--- src/sv/rtlp_pkg.sv ---
// ----------------------------------------------------------------------------
// rtlp_pkg
// Shared types and codes of the longest prefix match route table.
// ----------------------------------------------------------------------------
package rtlp_pkg;

    localparam int TABLE_DEPTH_DEF = 64;

    localparam logic [1:0] CMD_INSERT = 2'd0;
    localparam logic [1:0] CMD_REMOVE = 2'd1;
    localparam logic [1:0] CMD_LOOKUP = 2'd2;

    localparam logic [1:0] STATUS_OK   = 2'd0;
    localparam logic [1:0] STATUS_MISS = 2'd1;
    localparam logic [1:0] STATUS_FULL = 2'd2;

    localparam logic [4:0] METRIC_MAX = 5'd16;
    localparam logic [31:0] ORDER_MAX = 32'hFFFF_FFFF;

    typedef struct packed {
        logic [1:0]  command;
        logic [31:0] route_network;
        logic [31:0] route_mask;
        logic [31:0] next_hop;
        logic [31:0] interface_addr;
        logic [4:0]  route_metric;
        logic [15:0] route_lifetime;
        logic [31:0] lookup_address;
        logic [5:0]  slot_index;
    } t_req;

    typedef struct packed {
        logic [1:0]  status;
        logic [5:0]  found_slot;
        logic [31:0] hit_network;
        logic [31:0] hit_mask;
        logic [31:0] hit_next_hop;
        logic [31:0] hit_interface;
        logic [4:0]  hit_metric;
        logic [15:0] hit_lifetime;
    } t_rsp;

    typedef struct packed {
        logic        valid;
        logic [31:0] network;
        logic [31:0] mask;
        logic [31:0] next_hop;
        logic [31:0] interface_addr;
        logic [4:0]  metric;
        logic [15:0] lifetime;
        logic [31:0] order;
    } t_entry;

    typedef enum logic [2:0] {
        ST_CLEAR,
        ST_IDLE,
        ST_INS,
        ST_LKP,
        ST_LKP_END,
        ST_REM_RD,
        ST_REM_CHK,
        ST_DONE
    } t_state;

endpackage

--- src/sv/rtlp_if.sv ---
// ----------------------------------------------------------------------------
// rtlp_req_if / rtlp_rsp_if
// Valid/ready channels carrying request and response transactions.
// ----------------------------------------------------------------------------
interface rtlp_req_if;
    logic          valid;
    logic          ready;
    rtlp_pkg::t_req data;

    modport source (output valid, output data, input ready);
    modport sink (input valid, input data, output ready);
endinterface

interface rtlp_rsp_if;
    logic          valid;
    logic          ready;
    rtlp_pkg::t_rsp data;

    modport source (output valid, output data, input ready);
    modport sink (input valid, input data, output ready);
endinterface

--- src/sv/rtlp_ctrl.sv ---
// ----------------------------------------------------------------------------
// rtlp_ctrl
// Command sequencer: clearing pass, free slot scan, remove, prefix scan.
// ----------------------------------------------------------------------------
module rtlp_ctrl #(
    parameter int TABLE_DEPTH = rtlp_pkg::TABLE_DEPTH_DEF,
    parameter int ADDR_W      = (TABLE_DEPTH > 1) ? $clog2(TABLE_DEPTH) : 1
) (
    input  logic              i_clk,
    input  logic              i_rst_n,
    rtlp_req_if.sink          i_req,
    rtlp_rsp_if.source        o_rsp,
    output logic              o_mem_we,
    output logic [ADDR_W-1:0] o_mem_waddr,
    output rtlp_pkg::t_entry  o_mem_wdata,
    output logic              o_mem_re,
    output logic [ADDR_W-1:0] o_mem_raddr,
    input  rtlp_pkg::t_entry  i_mem_rdata
);

    localparam logic [ADDR_W-1:0] LAST = ADDR_W'(TABLE_DEPTH - 1);

    rtlp_pkg::t_state r_state, n_state;
    rtlp_pkg::t_req   r_req, n_req;
    rtlp_pkg::t_rsp   r_res, n_res;
    rtlp_pkg::t_rsp   r_out, n_out;
    rtlp_pkg::t_entry r_best, n_best;
    logic              r_out_valid, n_out_valid;
    logic [ADDR_W-1:0] r_addr, n_addr;
    logic [ADDR_W-1:0] r_chk_addr, n_chk_addr;
    logic [ADDR_W-1:0] r_best_addr, n_best_addr;
    logic              r_more, n_more;
    logic              r_chk, n_chk;
    logic              r_have, n_have;
    logic [31:0]       r_order, n_order;

    logic [31:0]       w_rem32;
    logic [31:0]       w_chk32;
    logic [31:0]       w_best32;
    logic              w_match;
    logic              w_better;
    logic [4:0]        w_metric;
    rtlp_pkg::t_entry  w_new;

    assign w_rem32  = 32'(i_req.data.slot_index);
    assign w_chk32  = 32'(r_chk_addr);
    assign w_best32 = 32'(r_best_addr);

    assign w_match = i_mem_rdata.valid &&
        ((i_mem_rdata.network & i_mem_rdata.mask) ==
         (r_req.lookup_address & i_mem_rdata.mask));
    assign w_better = w_match && (!r_have || (i_mem_rdata.mask > r_best.mask) ||
        ((i_mem_rdata.mask == r_best.mask) && (i_mem_rdata.order < r_best.order)));

    assign w_metric = (r_req.route_metric > rtlp_pkg::METRIC_MAX) ?
                      rtlp_pkg::METRIC_MAX : r_req.route_metric;

    always_comb begin
        w_new.valid          = 1'b1;
        w_new.network        = r_req.route_network;
        w_new.mask           = r_req.route_mask;
        w_new.next_hop       = r_req.next_hop;
        w_new.interface_addr = r_req.interface_addr;
        w_new.metric         = w_metric;
        w_new.lifetime       = r_req.route_lifetime;
        w_new.order          = r_order;
    end

    always_ff @(posedge i_clk) begin
        if (!i_rst_n) begin
            r_state     <= rtlp_pkg::ST_CLEAR;
            r_out_valid <= 1'b0;
            r_addr      <= '0;
            r_more      <= 1'b0;
            r_chk       <= 1'b0;
            r_have      <= 1'b0;
            r_order     <= '0;
        end else begin
            r_state     <= n_state;
            r_out_valid <= n_out_valid;
            r_addr      <= n_addr;
            r_more      <= n_more;
            r_chk       <= n_chk;
            r_have      <= n_have;
            r_order     <= n_order;
        end
    end

    always_ff @(posedge i_clk) begin
        r_req       <= n_req;
        r_res       <= n_res;
        r_out       <= n_out;
        r_best      <= n_best;
        r_chk_addr  <= n_chk_addr;
        r_best_addr <= n_best_addr;
    end

    always_comb begin
        n_state     = r_state;
        n_req       = r_req;
        n_res       = r_res;
        n_out       = r_out;
        n_best      = r_best;
        n_out_valid = r_out_valid;
        n_addr      = r_addr;
        n_chk_addr  = r_chk_addr;
        n_best_addr = r_best_addr;
        n_more      = r_more;
        n_chk       = 1'b0;
        n_have      = r_have;
        n_order     = r_order;
        o_mem_we    = 1'b0;
        o_mem_waddr = r_chk_addr;
        o_mem_wdata = i_mem_rdata;
        o_mem_re    = 1'b0;
        o_mem_raddr = r_addr;
        i_req.ready = 1'b0;

        if (r_out_valid && o_rsp.ready) begin
            n_out_valid = 1'b0;
        end

        if ((r_state == rtlp_pkg::ST_INS || r_state == rtlp_pkg::ST_LKP) && r_more) begin
            o_mem_re   = 1'b1;
            n_chk      = 1'b1;
            n_chk_addr = r_addr;
            n_addr     = r_addr + ADDR_W'(1);
            n_more     = (r_addr != LAST);
        end

        unique case (r_state)
            rtlp_pkg::ST_CLEAR: begin
                o_mem_we    = 1'b1;
                o_mem_waddr = r_addr;
                o_mem_wdata = '0;
                n_addr      = r_addr + ADDR_W'(1);
                if (r_addr == LAST) begin
                    n_addr  = '0;
                    n_state = rtlp_pkg::ST_IDLE;
                end
            end
            rtlp_pkg::ST_IDLE: begin
                i_req.ready = 1'b1;
                if (i_req.valid) begin
                    n_req  = i_req.data;
                    n_res  = '0;
                    n_have = 1'b0;
                    n_addr = '0;
                    n_more = 1'b1;
                    unique case (i_req.data.command)
                        rtlp_pkg::CMD_INSERT: n_state = rtlp_pkg::ST_INS;
                        rtlp_pkg::CMD_LOOKUP: n_state = rtlp_pkg::ST_LKP;
                        rtlp_pkg::CMD_REMOVE: begin
                            n_res.found_slot = i_req.data.slot_index;
                            if (w_rem32 < 32'(TABLE_DEPTH)) begin
                                n_addr  = w_rem32[ADDR_W-1:0];
                                n_state = rtlp_pkg::ST_REM_RD;
                            end else begin
                                n_res.status = rtlp_pkg::STATUS_MISS;
                                n_state      = rtlp_pkg::ST_DONE;
                            end
                        end
                        default: begin
                            n_res.status = rtlp_pkg::STATUS_MISS;
                            n_state      = rtlp_pkg::ST_DONE;
                        end
                    endcase
                end
            end
            rtlp_pkg::ST_INS: begin
                if (r_chk) begin
                    if (!i_mem_rdata.valid) begin
                        o_mem_we         = 1'b1;
                        o_mem_wdata      = w_new;
                        n_order          = (r_order == rtlp_pkg::ORDER_MAX) ?
                                           r_order : r_order + 32'd1;
                        n_res.status     = rtlp_pkg::STATUS_OK;
                        n_res.found_slot = w_chk32[5:0];
                        n_more           = 1'b0;
                        n_state          = rtlp_pkg::ST_DONE;
                    end else if (r_chk_addr == LAST) begin
                        n_res.status = rtlp_pkg::STATUS_FULL;
                        n_state      = rtlp_pkg::ST_DONE;
                    end
                end
            end
            rtlp_pkg::ST_LKP: begin
                if (r_chk) begin
                    if (w_better) begin
                        n_have      = 1'b1;
                        n_best      = i_mem_rdata;
                        n_best_addr = r_chk_addr;
                    end
                    if (r_chk_addr == LAST) begin
                        n_state = rtlp_pkg::ST_LKP_END;
                    end
                end
            end
            rtlp_pkg::ST_LKP_END: begin
                if (r_have) begin
                    n_res.status        = rtlp_pkg::STATUS_OK;
                    n_res.found_slot    = w_best32[5:0];
                    n_res.hit_network   = r_best.network;
                    n_res.hit_mask      = r_best.mask;
                    n_res.hit_next_hop  = r_best.next_hop;
                    n_res.hit_interface = r_best.interface_addr;
                    n_res.hit_metric    = r_best.metric;
                    n_res.hit_lifetime  = r_best.lifetime;
                end else begin
                    n_res.status = rtlp_pkg::STATUS_MISS;
                end
                n_state = rtlp_pkg::ST_DONE;
            end
            rtlp_pkg::ST_REM_RD: begin
                o_mem_re   = 1'b1;
                n_chk_addr = r_addr;
                n_state    = rtlp_pkg::ST_REM_CHK;
            end
            rtlp_pkg::ST_REM_CHK: begin
                if (i_mem_rdata.valid) begin
                    o_mem_we          = 1'b1;
                    o_mem_wdata.valid = 1'b0;
                    n_res.status      = rtlp_pkg::STATUS_OK;
                end else begin
                    n_res.status = rtlp_pkg::STATUS_MISS;
                end
                n_state = rtlp_pkg::ST_DONE;
            end
            rtlp_pkg::ST_DONE: begin
                if (!r_out_valid || o_rsp.ready) begin
                    n_out       = r_res;
                    n_out_valid = 1'b1;
                    n_state     = rtlp_pkg::ST_IDLE;
                end
            end
            default: n_state = rtlp_pkg::ST_IDLE;
        endcase
    end

    assign o_rsp.valid = r_out_valid;
    assign o_rsp.data  = r_out;

`ifndef SYNTHESIS
    a_no_write_in_scan: assert property (@(posedge i_clk) disable iff (!i_rst_n)
        (r_state == rtlp_pkg::ST_LKP || r_state == rtlp_pkg::ST_LKP_END) |-> !o_mem_we)
        else $error("table written during lookup scan");
    a_rsp_from_done: assert property (@(posedge i_clk) disable iff (!i_rst_n)
        $rose(r_out_valid) |-> $past(r_state) == rtlp_pkg::ST_DONE)
        else $error("response loaded outside completion");
    a_order_monotonic: assert property (@(posedge i_clk) disable iff (!i_rst_n)
        $past(i_rst_n) |-> r_order >= $past(r_order))
        else $error("order counter went backwards");
    a_clear_no_read: assert property (@(posedge i_clk) disable iff (!i_rst_n)
        (r_state == rtlp_pkg::ST_CLEAR) |-> (!o_mem_re && !i_req.ready))
        else $error("access during clearing pass");
`endif

endmodule

--- src/flat_wrapper.sv ---
// flat-port wrapper written by rule: the top's interface ports become plain ports
module rtlp_ctrl_flat 
#(
    parameter int TABLE_DEPTH = rtlp_pkg::TABLE_DEPTH_DEF,
    parameter int ADDR_W      = (TABLE_DEPTH > 1) ? $clog2(TABLE_DEPTH) : 1
)
  (i_clk, i_rst_n, o_mem_we, o_mem_waddr, o_mem_wdata, o_mem_re, o_mem_raddr, i_mem_rdata, i_req_valid, i_req_data, i_req_ready, o_rsp_valid, o_rsp_data, o_rsp_ready);
  rtlp_req_if i_req_i ();
  rtlp_rsp_if o_rsp_i ();
  input  logic i_clk;
  input  logic i_rst_n;
  output logic o_mem_we;
  output logic [ADDR_W-1:0] o_mem_waddr;
  output rtlp_pkg::t_entry o_mem_wdata;
  output logic o_mem_re;
  output logic [ADDR_W-1:0] o_mem_raddr;
  input  rtlp_pkg::t_entry i_mem_rdata;
  input wire logic [$bits(i_req_i.valid)-1:0] i_req_valid;
  input wire logic [$bits(i_req_i.data)-1:0] i_req_data;
  output wire logic [$bits(i_req_i.ready)-1:0] i_req_ready;
  output wire logic [$bits(o_rsp_i.valid)-1:0] o_rsp_valid;
  output wire logic [$bits(o_rsp_i.data)-1:0] o_rsp_data;
  input wire logic [$bits(o_rsp_i.ready)-1:0] o_rsp_ready;
  assign i_req_i.valid = i_req_valid;
  assign i_req_i.data = i_req_data;
  assign i_req_ready = i_req_i.ready;
  assign o_rsp_valid = o_rsp_i.valid;
  assign o_rsp_data = o_rsp_i.data;
  assign o_rsp_i.ready = o_rsp_ready;
  rtlp_ctrl #(.TABLE_DEPTH(TABLE_DEPTH), .ADDR_W(ADDR_W)) u_core (.i_clk(i_clk), .i_rst_n(i_rst_n), .i_req(i_req_i), .o_rsp(o_rsp_i), .o_mem_we(o_mem_we), .o_mem_waddr(o_mem_waddr), .o_mem_wdata(o_mem_wdata), .o_mem_re(o_mem_re), .o_mem_raddr(o_mem_raddr), .i_mem_rdata(i_mem_rdata));
endmodule
--- config.mk ---
export PLATFORM = sky130hd
export DESIGN_NAME = rtlp_ctrl_flat
export DESIGN_NICKNAME = d
export VERILOG_FILES = /design/src/sv/rtlp_pkg.sv /design/src/sv/rtlp_if.sv /design/src/sv/rtlp_ctrl.sv /design/src/flat_wrapper.sv
export SDC_FILE = /design/constraint.sdc
export NUM_CORES = 1
export LEC_CHECK = 0
export BUFFER_PORTS_ARGS = -buffer_cell sky130_fd_sc_hd__buf_4
export CAP_MARGIN = 20
export CORE_AREA = 5 5 281 283
export DETAILED_ROUTE_END_ITERATION = 8
export DIE_AREA = 0 0 286 288
export HOLD_SLACK_MARGIN = 0.08
export PLACE_DENSITY = 0.66
export RECOVER_POWER = 25
export SYNTH_ARGS = -nofsm -noshare
export SYNTH_HDL_FRONTEND = slang
export SYNTH_SLANG_ARGS = --single-unit
--- constraint.sdc ---
create_clock -name i_clk -period 30.7 [get_ports i_clk]
set_input_delay 1.535 -clock i_clk [delete_from_list [all_inputs] [get_ports i_clk]]
set_output_delay 1.535 -clock i_clk [all_outputs]
set_load 0.005 [all_outputs]
# Word-level counts from Yosys, hierarchy flattened
# Index checks and enable logic that the tools add are counted.
[classes]
n_addsub = 2
n_lt_le_gt_ge = 4
muxes = 58
n_bitwise = 4
reduce_logical = 30
eq_ne = 25
[op_table]
columns = ["op", "count"]
rows = [
  ["181-bit one-hot mux with 2 select lines", 1],
  ["149-bit one-hot mux with 2 select lines", 1],
  ["182-bit two-way mux", 1],
  ["181-bit two-way mux", 1],
  ["157-bit two-way mux", 1],
  ["155-bit two-way mux", 1],
  ["32-bit AND", 2],
  ["32-bit equality test", 2],
  ["6-bit two-way mux", 10],
  ["32-bit by 1-bit adder with 32-bit output (second input constant)", 1],
  ["32-bit equality test (second input constant)", 1],
  ["32-bit > comparator", 1],
  ["32-bit less-than comparator", 1],
  ["3-bit two-way mux", 8],
  ["3-bit one-hot mux with 7 select lines", 1],
  ["1-bit two-way mux", 19],
  ["6-bit one-hot mux with 3 select lines", 1],
  ["3-bit equality test (second input constant)", 4],
  ["6-bit equality test (second input constant)", 2],
  ["2-bit by 1-bit inequality test with 1-bit output (second input constant)", 6],
  ["6-bit one-hot mux with 2 select lines", 1],
  ["4-bit AND reduction", 3],
  ["3-bit one-hot mux with 3 select lines", 1],
  ["8-bit two-way mux", 1],
  ["29 further kinds", 52],
]
[totals]
wordCells = 162
output_inout_bits = 355
register_bits = 733
inputBits = 375

# Logic depth before layout (Yosys ltp)
# Gate-level depths: netlist of run 1.
[depth]
word_depth = 7
mapped_depth = 8
depth_no_buf = 8

# Worst setup path after synthesis of run 1
# OpenSTA, ideal clock, no wires.
[synth_path]
path_type = "input to register"
startpoint = "input port i_mem_rdata[147] (netlist bit)"
endpoint = "register u_core.r_best[0] (netlist bit), enable pin"
slack_ns = 16.981
stages = 7
required_time_ns = 29.855
path_buffers = 0
setup_time_ns = 0.845
t_arrival_ns = 12.874
cell_sequence = "ha_1 > nand4_1 > nor4_1 > nand3_1 > nor3_1 > o311ai_0 > a31oi_1"
[synth_between]
elab_chain_len = 5
word_cells_on_any_way = 11
classes_between = "order compare (1); eq/ne (2); bitwise (2); reduce/logical (6)"
[synth_rtl]
columns = ["item", "line_no", "source"]
rows = [
  ["from (decl)", "flat_wrapper.sv:17", "input rtlp_pkg::t_entry i_mem_rdata;"],
  ["32-bit > comparator, or another cell as far along", "rtlp_ctrl.sv:52", "assign w_better = w_match && (!r_have || (i_mem_rdata.mask > r_best.mask) ||"],
  ["1-bit logical OR, or another cell as far along", "rtlp_ctrl.sv:52", ""],
  ["1-bit logical OR / 1-bit logical AND (equally long branches)", "rtlp_ctrl.sv:52, rtlp_ctrl.sv:49", ""],
  ["1-bit logical AND (*)", "rtlp_ctrl.sv:52", ""],
  ["3-bit AND reduction (no line) (*)", "--", ""],
  ["to (signal assigned)", "rtlp_ctrl.sv:93", "r_best <= n_best;"],
  ["to (decl)", "rtlp_ctrl.sv:27", "rtlp_pkg::t_entry r_best, n_best;"],
]
# Mark *: on every way between the ends. The rest lies on a longest branch, timed or not.
# A chain may end at the register's enable or synchronous reset.

==> results of run 1 <==
[how the worst max path moves through the flow]
stage,cells after the start,from,end
floorplan,7,i_mem_rdata[147],u_core.r_best[0]$_DFFE_PP_
global placement,9,i_mem_rdata[143],u_core.r_best[24]$_DFFE_PP_
detailed placement,8,i_mem_rdata[181],o_mem_wdata[27]
CTS,6,u_core.r_state[2]$_SDFFE_PN0P_,o_mem_wdata[54]
global route,7,u_core.r_state[2]$_SDFFE_PN0P_,o_mem_wdata[27]
finish,7,i_mem_rdata[181],o_mem_wdata[54]
[kinds of logic (layout without fill, tap and decap cells)]
group,after synthesis,in the layout,share of synthesized area
AND/OR/NAND/NOR,395,395,0.07937
AO/OA/AOI/OAI,318,318,0.08574
adder cells (fa/ha/maj),65,65,0.02874
flip-flops,733,733,0.7620
other,0,1,0
XOR/XNOR,54,54,0.01671
multiplexers,19,19,0.006986
buffers and inverters,152,966,0.02047
[synth_stat cells (24+ instances only)]
master | count | area (um^2)
dfxtp_1 | 45 | 900.9
nand3_1 | 28 | 140.1
a21oi_1 | 58 | 290.3
nand4_1 | 24 | 150.1
edfxtp_1 | 688 | 20660
o21ai_0 | 25 | 125.1
and2_1 | 142 | 888.4
xor2_1 | 50 | 437.9
nor3_1 | 48 | 240.2
nor2_1 | 32 | 120.1
a22o_1 | 179 | 1568
inv_1 | 74 | 277.8
clkbuf_1 | 69 | 259.0
ha_1 | 65 | 813.3
nand2_1 | 61 | 229.0
[flip-flops by register name, indices dropped and copies added, names as in the netlist]
name	count
u_core.r_best_addr	6
u_core.o_rsp.data	157
u_core.r_more	1
u_core.r_chk_addr	6
u_core.r_best	181
u_core.r_have	1
u_core.r_res	157
u_core.r_order	32
u_core.o_rsp.valid	1
u_core.r_state	3
u_core.r_chk	1
u_core.r_req	181
u_core.o_mem_raddr	6
[metal layers]
metal,vias to the layer above,track usage,wire (um)
li1,8182,-,-
met1,9128,0.2565,34690
met2,765,0.3382,42980
met3,152,0.04347,5930
met4,6,0.06872,2791
met5,-,0,38
[cell type report]
cell class,count,share of cell area
Tap cell,988,0.03306
Sequential cell,733,0.5767
Multi-Input combinational cell,851,0.1661
Clock buffer,91,0.05519
Inverter,75,0.007731
Clock inverter,56,0.02058
Timing Repair Buffer,744,0.1406
Antenna cell,1,0.00006693
[metrics by stage]
| step | area, um^2 | power, mW |
|---|---|---|
| 2_1_floorplan | 28300 | 1.119 |
| 3_3_place_gp | 34880 | 1.178 |
| 3_5_place_dp | 34880 | 1.179 |
| 4_1_cts | 37720 | 2.202 |
| 5_1_grt | 37380 | 2.245 |
| 6_report | 37390 | 2.170 |
[power by group]
| group | internal [mW] | switching (mW) |
|---|---|---|
| sequential | 1.08 | 0.000809 |
| combinational | 0.0322 | 0.0339 |
| clock | 0.610 | 0.409 |
==> flow_metrics.py, run 1 <==
metrics = {
    "run_status": {
        "outcome": "complete, no violations",
    },
    "critical_path": {
        "rrSetupSlack_ns": 26.26,
        "arrival_ns": 4.26,
        "crit_top_cell": "buf_4",
        "crit_fanout": 79,
        "crit_family": "buffers and inverters",
        "worstPathRequired_ns": 29.17,
        "reg2reg_to": "u_core.r_best[16]$_DFFE_PP_",
        "endpoint_kind": "primary output",
        "path_cells": "buf_4 > o21ai_0 > nand2_4 > buf_4 > buf_4 > a22o_1 > buf_4",
        "cp-start-kind": "input pin",
        "reg2reg_depth": 10,
        "critPathMaxStageDelay_ns": 0.77,
        "cp_slowest_cell": "buf_4",
        "worstSetupPathType": "input pin to primary output",
        "r2r_start": "u_core.r_best[144]$_DFFE_PP_",
        "path_buf_inv": 4,
    },
    "finish": {
        "final_cell_mix": "edfxtp_1 (688), buf_4 (466), a22o_1 (179), clkbuf_4 (179), and2_1 (141)",
        "syn_to_final_growth_pct": 32.13,
        "fin_nets": 2925,
        "utilization": 0.4891,
        "register_area_mm2": 0.02156,
        "fin_cells": 3539,
        "final_common_cell": "edfxtp_1",
        "drive_gt1_frac": 0.3157,
        "multiInputGateArea_mm2": 0.006211,
        "nFillCells": 6549,
    },
    "placement": {
        "gp_congestion": 0.9427,
        "place_ws_ns": 24.89,
        "hpwlAfterDp_um": 63020,
        "port_buffers": 729,
        "dp.cells": 3390,
    },
    "synth": {
        "syn_area_per_cell_um2": 16.30,
        "synth_cells": 1736,
        "synth_cell_types": 65,
        "yosys_register_bits": 733,
        "synth_edf_count": 688,
        "synthFlopType": "edfxtp_1",
        "ys_seq_area_frac": 0.7620,
        "synth_area_mm2": 0.02830,
        "syn_nets": 2176,
        "async_flop_share": 0,
        "yosys_warnings": 0,
    },
    "global_route": {
        "antenna_found_initial": 5,
        "grt_max_degree": 152,
        "grt_usage": 0.1999,
        "grt_pass1_vias": 18270,
        "grt_pass1_wl_um": 123200,
        "grt-ovfl-total": 0,
    },
    "timing": {
        "slew_viol_final": 0,
        "setup_viol": 0,
        "clock.fmax_mhz": 172.4,
        "grt_setup_unrepaired": "no",
        "final-hold-violation-count": 0,
        "holdWs_ns": 0.3984,
        "setup_ws_ns": 24.90,
        "relSlewSlack": 0.2566,
        "finalCriticalPeriod_ns": 5.799,
        "min_period_over_period": 0.1889,
        "tightest_slew_ns": 1.115,
        "tns_ns": 0,
        "finClkSkew_ns": 0.03443,
    },
    "drt": {
        "num_vias": 18230,
        "dr.pass1.iters": 7,
        "via_per_inst": 5.152,
        "wl_um": 86430,
        "drc": 0,
        "wire_per_inst_um": 24.42,
        "drtAntennaViolNets": 0,
        "drtIter0Drc": 1358,
    },
    "floorplan": {
        "dieWidth_um": 286,
        "start_util": 0.3701,
        "row_count": 102,
        "core-area_mm2": 0.07645,
        "die_area_mm2": 0.08237,
        "pin_count": 730,
        "die_h_um": 288,
    },
    "flow_run": {
        "maxCapViolations": 0,
    },
    "cts": {
        "clock-root-buffer": "clkbuf_16",
        "clock_path_buffers": 3,
        "postCtsHoldBufs": 0,
        "cts.reportedPaths.clkPinSlew_ns": 0.06,
        "clock_sinks": 733,
        "clk-insertion-delay-late_ns": 0.63,
        "postCtsSetupBuffers": 0,
        "numCtsBuffers": 80,
        "cts_htree_levels": 3,
        "ctsResizeCount": 0,
        "cts_tree": "done",
    },
    "power": {
        "power_leakage_nw": 14.14,
        "ir_drop_mv": 0.04074,
        "power_density_mw_per_mm2": 58.03,
    },
    "min_path": {
        "hold_path.startpoint": "u_core.r_res[13]$_SDFFCE_PN0P_",
        "hold_path_class": "flop to flop",
        "min_path_cells": 0,
        "worstHoldEndpoint": "u_core.o_rsp.data[13]$_DFFE_PP_",
    },
}
(Power assumes the default switching activity.)
==> inputs of run 2 (changes only) <==
Settings changed: ABC_AREA set to 1, CORE_AREA 5 5 281 283 to 5 5 279 281, DIE_AREA 0 0 286 288 to 0 0 284 286, PLACE_DENSITY 0.66 to 0.68.
Clock period 30.7 ns to 5.39 ns, I/O delays scaled along.
==> run 2 against run 1 <==
Non-clock buffer count grew 373. Die area down 1.4%. Via count rose by 21%. Worst setup slack lost 23 ns. Synthesized cell count increased by 36%. Final area increased by 11%. Clock power rose to 5.0 times the previous value. Critical path type is now flop to primary output. Critical endpoint is now o_mem_wdata[118]. Highest routed layer unchanged.
==> flow_metrics.py, run 2 <==
metrics = {
    "run_status": {
        "outcome": "complete, no violations",
    },
    "global_route": {
        "antenna_found_initial": 11,
        "grt-ovfl-total": 0,
        "grt_max_degree": 135,
        "grt_pass1_vias": 22290,
        "grt_pass1_wl_um": 140000,
        "grt_usage": 0.2285,
    },
    "cts": {
        "clk-insertion-delay-late_ns": 0.63,
        "ctsResizeCount": 0,
        "cts_tree": "done",
        "cts.reportedPaths.clkPinSlew_ns": 0.06,
        "postCtsHoldBufs": 371,
        "clock-root-buffer": "clkbuf_16",
        "clock_sinks": 733,
        "cts_htree_levels": 3,
        "clock_path_buffers": 3,
        "numCtsBuffers": 79,
        "postCtsSetupBuffers": 0,
    },
    "power": {
        "ir_drop_mv": 0.2522,
        "power_density_mw_per_mm2": 378.5,
        "total_power_mw": 15.71,
        "power_leakage_nw": 16.63,
    },
    "timing": {
        "final-hold-violation-count": 0,
        "finClkSkew_ns": 0.03090,
        "clock.fmax_mhz": 257.1,
        "slew_viol_final": 0,
        "relSlewSlack": 0.2736,
        "grt_setup_unrepaired": "no",
        "setup_viol": 0,
        "min_period_over_period": 0.7216,
        "finalCriticalPeriod_ns": 3.889,
        "tightest_slew_ns": 1.078,
        "holdWs_ns": 0.1322,
    },
    "floorplan": {
        "die_h_um": 286,
        "die_area_mm2": 0.08122,
        "pin_count": 730,
        "start_util": 0.3892,
        "core-area_mm2": 0.07519,
        "row_count": 101,
        "dieWidth_um": 284,
    },
    "synth": {
        "async_flop_share": 0,
        "synth_top_area_frac": 0.7061,
        "ys_seq_area_frac": 0.7369,
        "synth_area_leader_cell": "edfxtp_1",
        "yosys_warnings": 0,
        "synth_cells": 2367,
        "synth_cell_types": 46,
        "yosys_register_bits": 733,
        "syn_nets": 2807,
        "synthFlopType": "edfxtp_1",
        "synth_area_leaders": "edfxtp_1 (71%), inv_1 (5.8%), nand2_1 (4.1%), o21ai_0 (3.9%), dfxtp_1 (3.1%)",
        "yosysMostFrequentCell": "edfxtp_1",
        "syn_area_per_cell_um2": 12.36,
        "synth_area_mm2": 0.02926,
        "ys_top_cells_by_count": "edfxtp_1 (688), inv_1 (456), nand2_1 (320), o21ai_0 (230), nor2_1 (216)",
        "synth_edf_count": 688,
    },
    "drt": {
        "wire_per_inst_um": 21.13,
        "drtAntennaViolNets": 0,
        "via_per_inst": 4.867,
        "dr.pass1.iters": 5,
        "num_vias": 22140,
        "wl_um": 96100,
        "drc": 0,
        "drtIter0Drc": 1811,
    },
    "critical_path": {
        "worstSetupPathType": "flop to primary output",
        "path_cells": "nor2_1 > inv_2 > nor2_8 > inv_4 > nor2_4 > buf_12 > nand2_1 > o21ai_0 > buf_4",
        "cp-start-kind": "flop",
        "crit_family": "simple AND/OR/NAND/NOR gates",
        "crit_fanout": 134,
        "cp_slowest_cell": "buf_12",
        "arrival_ns": 3.62,
        "path_buf_inv": 4,
        "endpoint_kind": "primary output",
        "critPathMaxStageDelay_ns": 0.56,
        "worstPathRequired_ns": 5.12,
    },
    "finish": {
        "top_regs": "u_core.r_best (181), u_core.r_req (181)",
        "final_cell_mix": "edfxtp_1 (688), inv_1 (455), buf_4 (382), dlygate4sd3_1 (371), nand2_1 (318)",
        "fin_nets": 3941,
        "fin_cells": 4548,
        "syn_to_final_growth_pct": 41.87,
        "drive_gt1_frac": 0.1994,
        "final_common_cell": "edfxtp_1",
        "final_area_mm2": 0.04151,
    },
    "min_path": {
        "hold_path_class": "input pin to flop",
    },
    "placement": {
        "port_buffers": 729,
        "gp_congestion": 0.9102,
        "dp.cells": 4027,
        "hpwlAfterDp_um": 66030,
        "place_area_mm2": 0.03598,
    },
    "flow_run": {
        "maxCapViolations": 0,
    },
}
[run 2: per-stage QoR]
step                      setup TNS [ns]  worst slack (ns)  utilization
after detailed placement               0             1.772       0.4785
final                                  0             1.501       0.5521
after global placement                 0             1.714       0.4785
after global routing                   0             1.335       0.5519
after CTS                              0             1.498       0.5603
after floorplan                  -210.98           -0.8922            -
[run 2: worst register-to-register path, delay by kind of cell, from the launching register on]
family,cells,cell delay (ns)
fa+ha+maj,1,0.31
simple gates,10,1.99
flops,1,0.34
buf+inv,2,0.43
[run 2: kinds of logic after synthesis]
group,after synthesis,synth area share
AND/OR/NAND/NOR,647,0.09296
buffers and inverters,525,0.06850
XOR/XNOR,14,0.004191
flip-flops,733,0.7369
adder cells (fa/ha/maj),65,0.02779
multiplexers,1,0.0003421
AO/OA/AOI/OAI,382,0.06936
[run 2: final timing paths]
| kind | start | end | slack (ns) | depth (start not counted) |
|---|---|---|---|---|
| min reg2reg | u_core.r_res[122]$_SDFFCE_PN0P_ | u_core.o_rsp.data[122]$_DFFE_PP_ | 0.41 | 0 |
| max | u_core.r_state[2]$_SDFFE_PN0P_ | o_mem_wdata[118] | 1.50 | 9 |
| max reg2reg | u_core.r_best[132]$_DFFE_PP_ | u_core.r_best[70]$_DFFE_PP_ | 1.83 | 13 |
| min | i_req_data[1] | u_core.r_res[150]$_DFFE_PP_ | 0.13 | 3 |
[run 2: power breakdown]
part,internal (mW),switching [mW],total (mW)
clock,2.92,2.23,5.15
sequential,6.91,0.178,7.09
combinational,1.40,2.07,3.47
[run 2: metal layers]
metal,track usage,share of wire,vias to the layer above
li1,-,-,10320
met1,0.2844,0.39,10500
met2,0.3862,0.49,1062
met3,0.04964,0.074,255
met4,0.1008,0.048,6
met5,0,0.00035,-
[run 2: final cells by class]
| cell class | instances | area, um^2 |
|---|---|---|
| fillers | 6179 | 33680 |
| flip-flops and latches | 733 | 21570 |
| repair buffers | 1117 | 8756 |
| multi-input cells | 1109 | 5757 |
| clock buffers | 99 | 2052 |
| inverters | 461 | 1743 |
| well taps | 978 | 1224 |
| clock inverters | 41 | 389.1 |
| diodes | 10 | 25.02 |
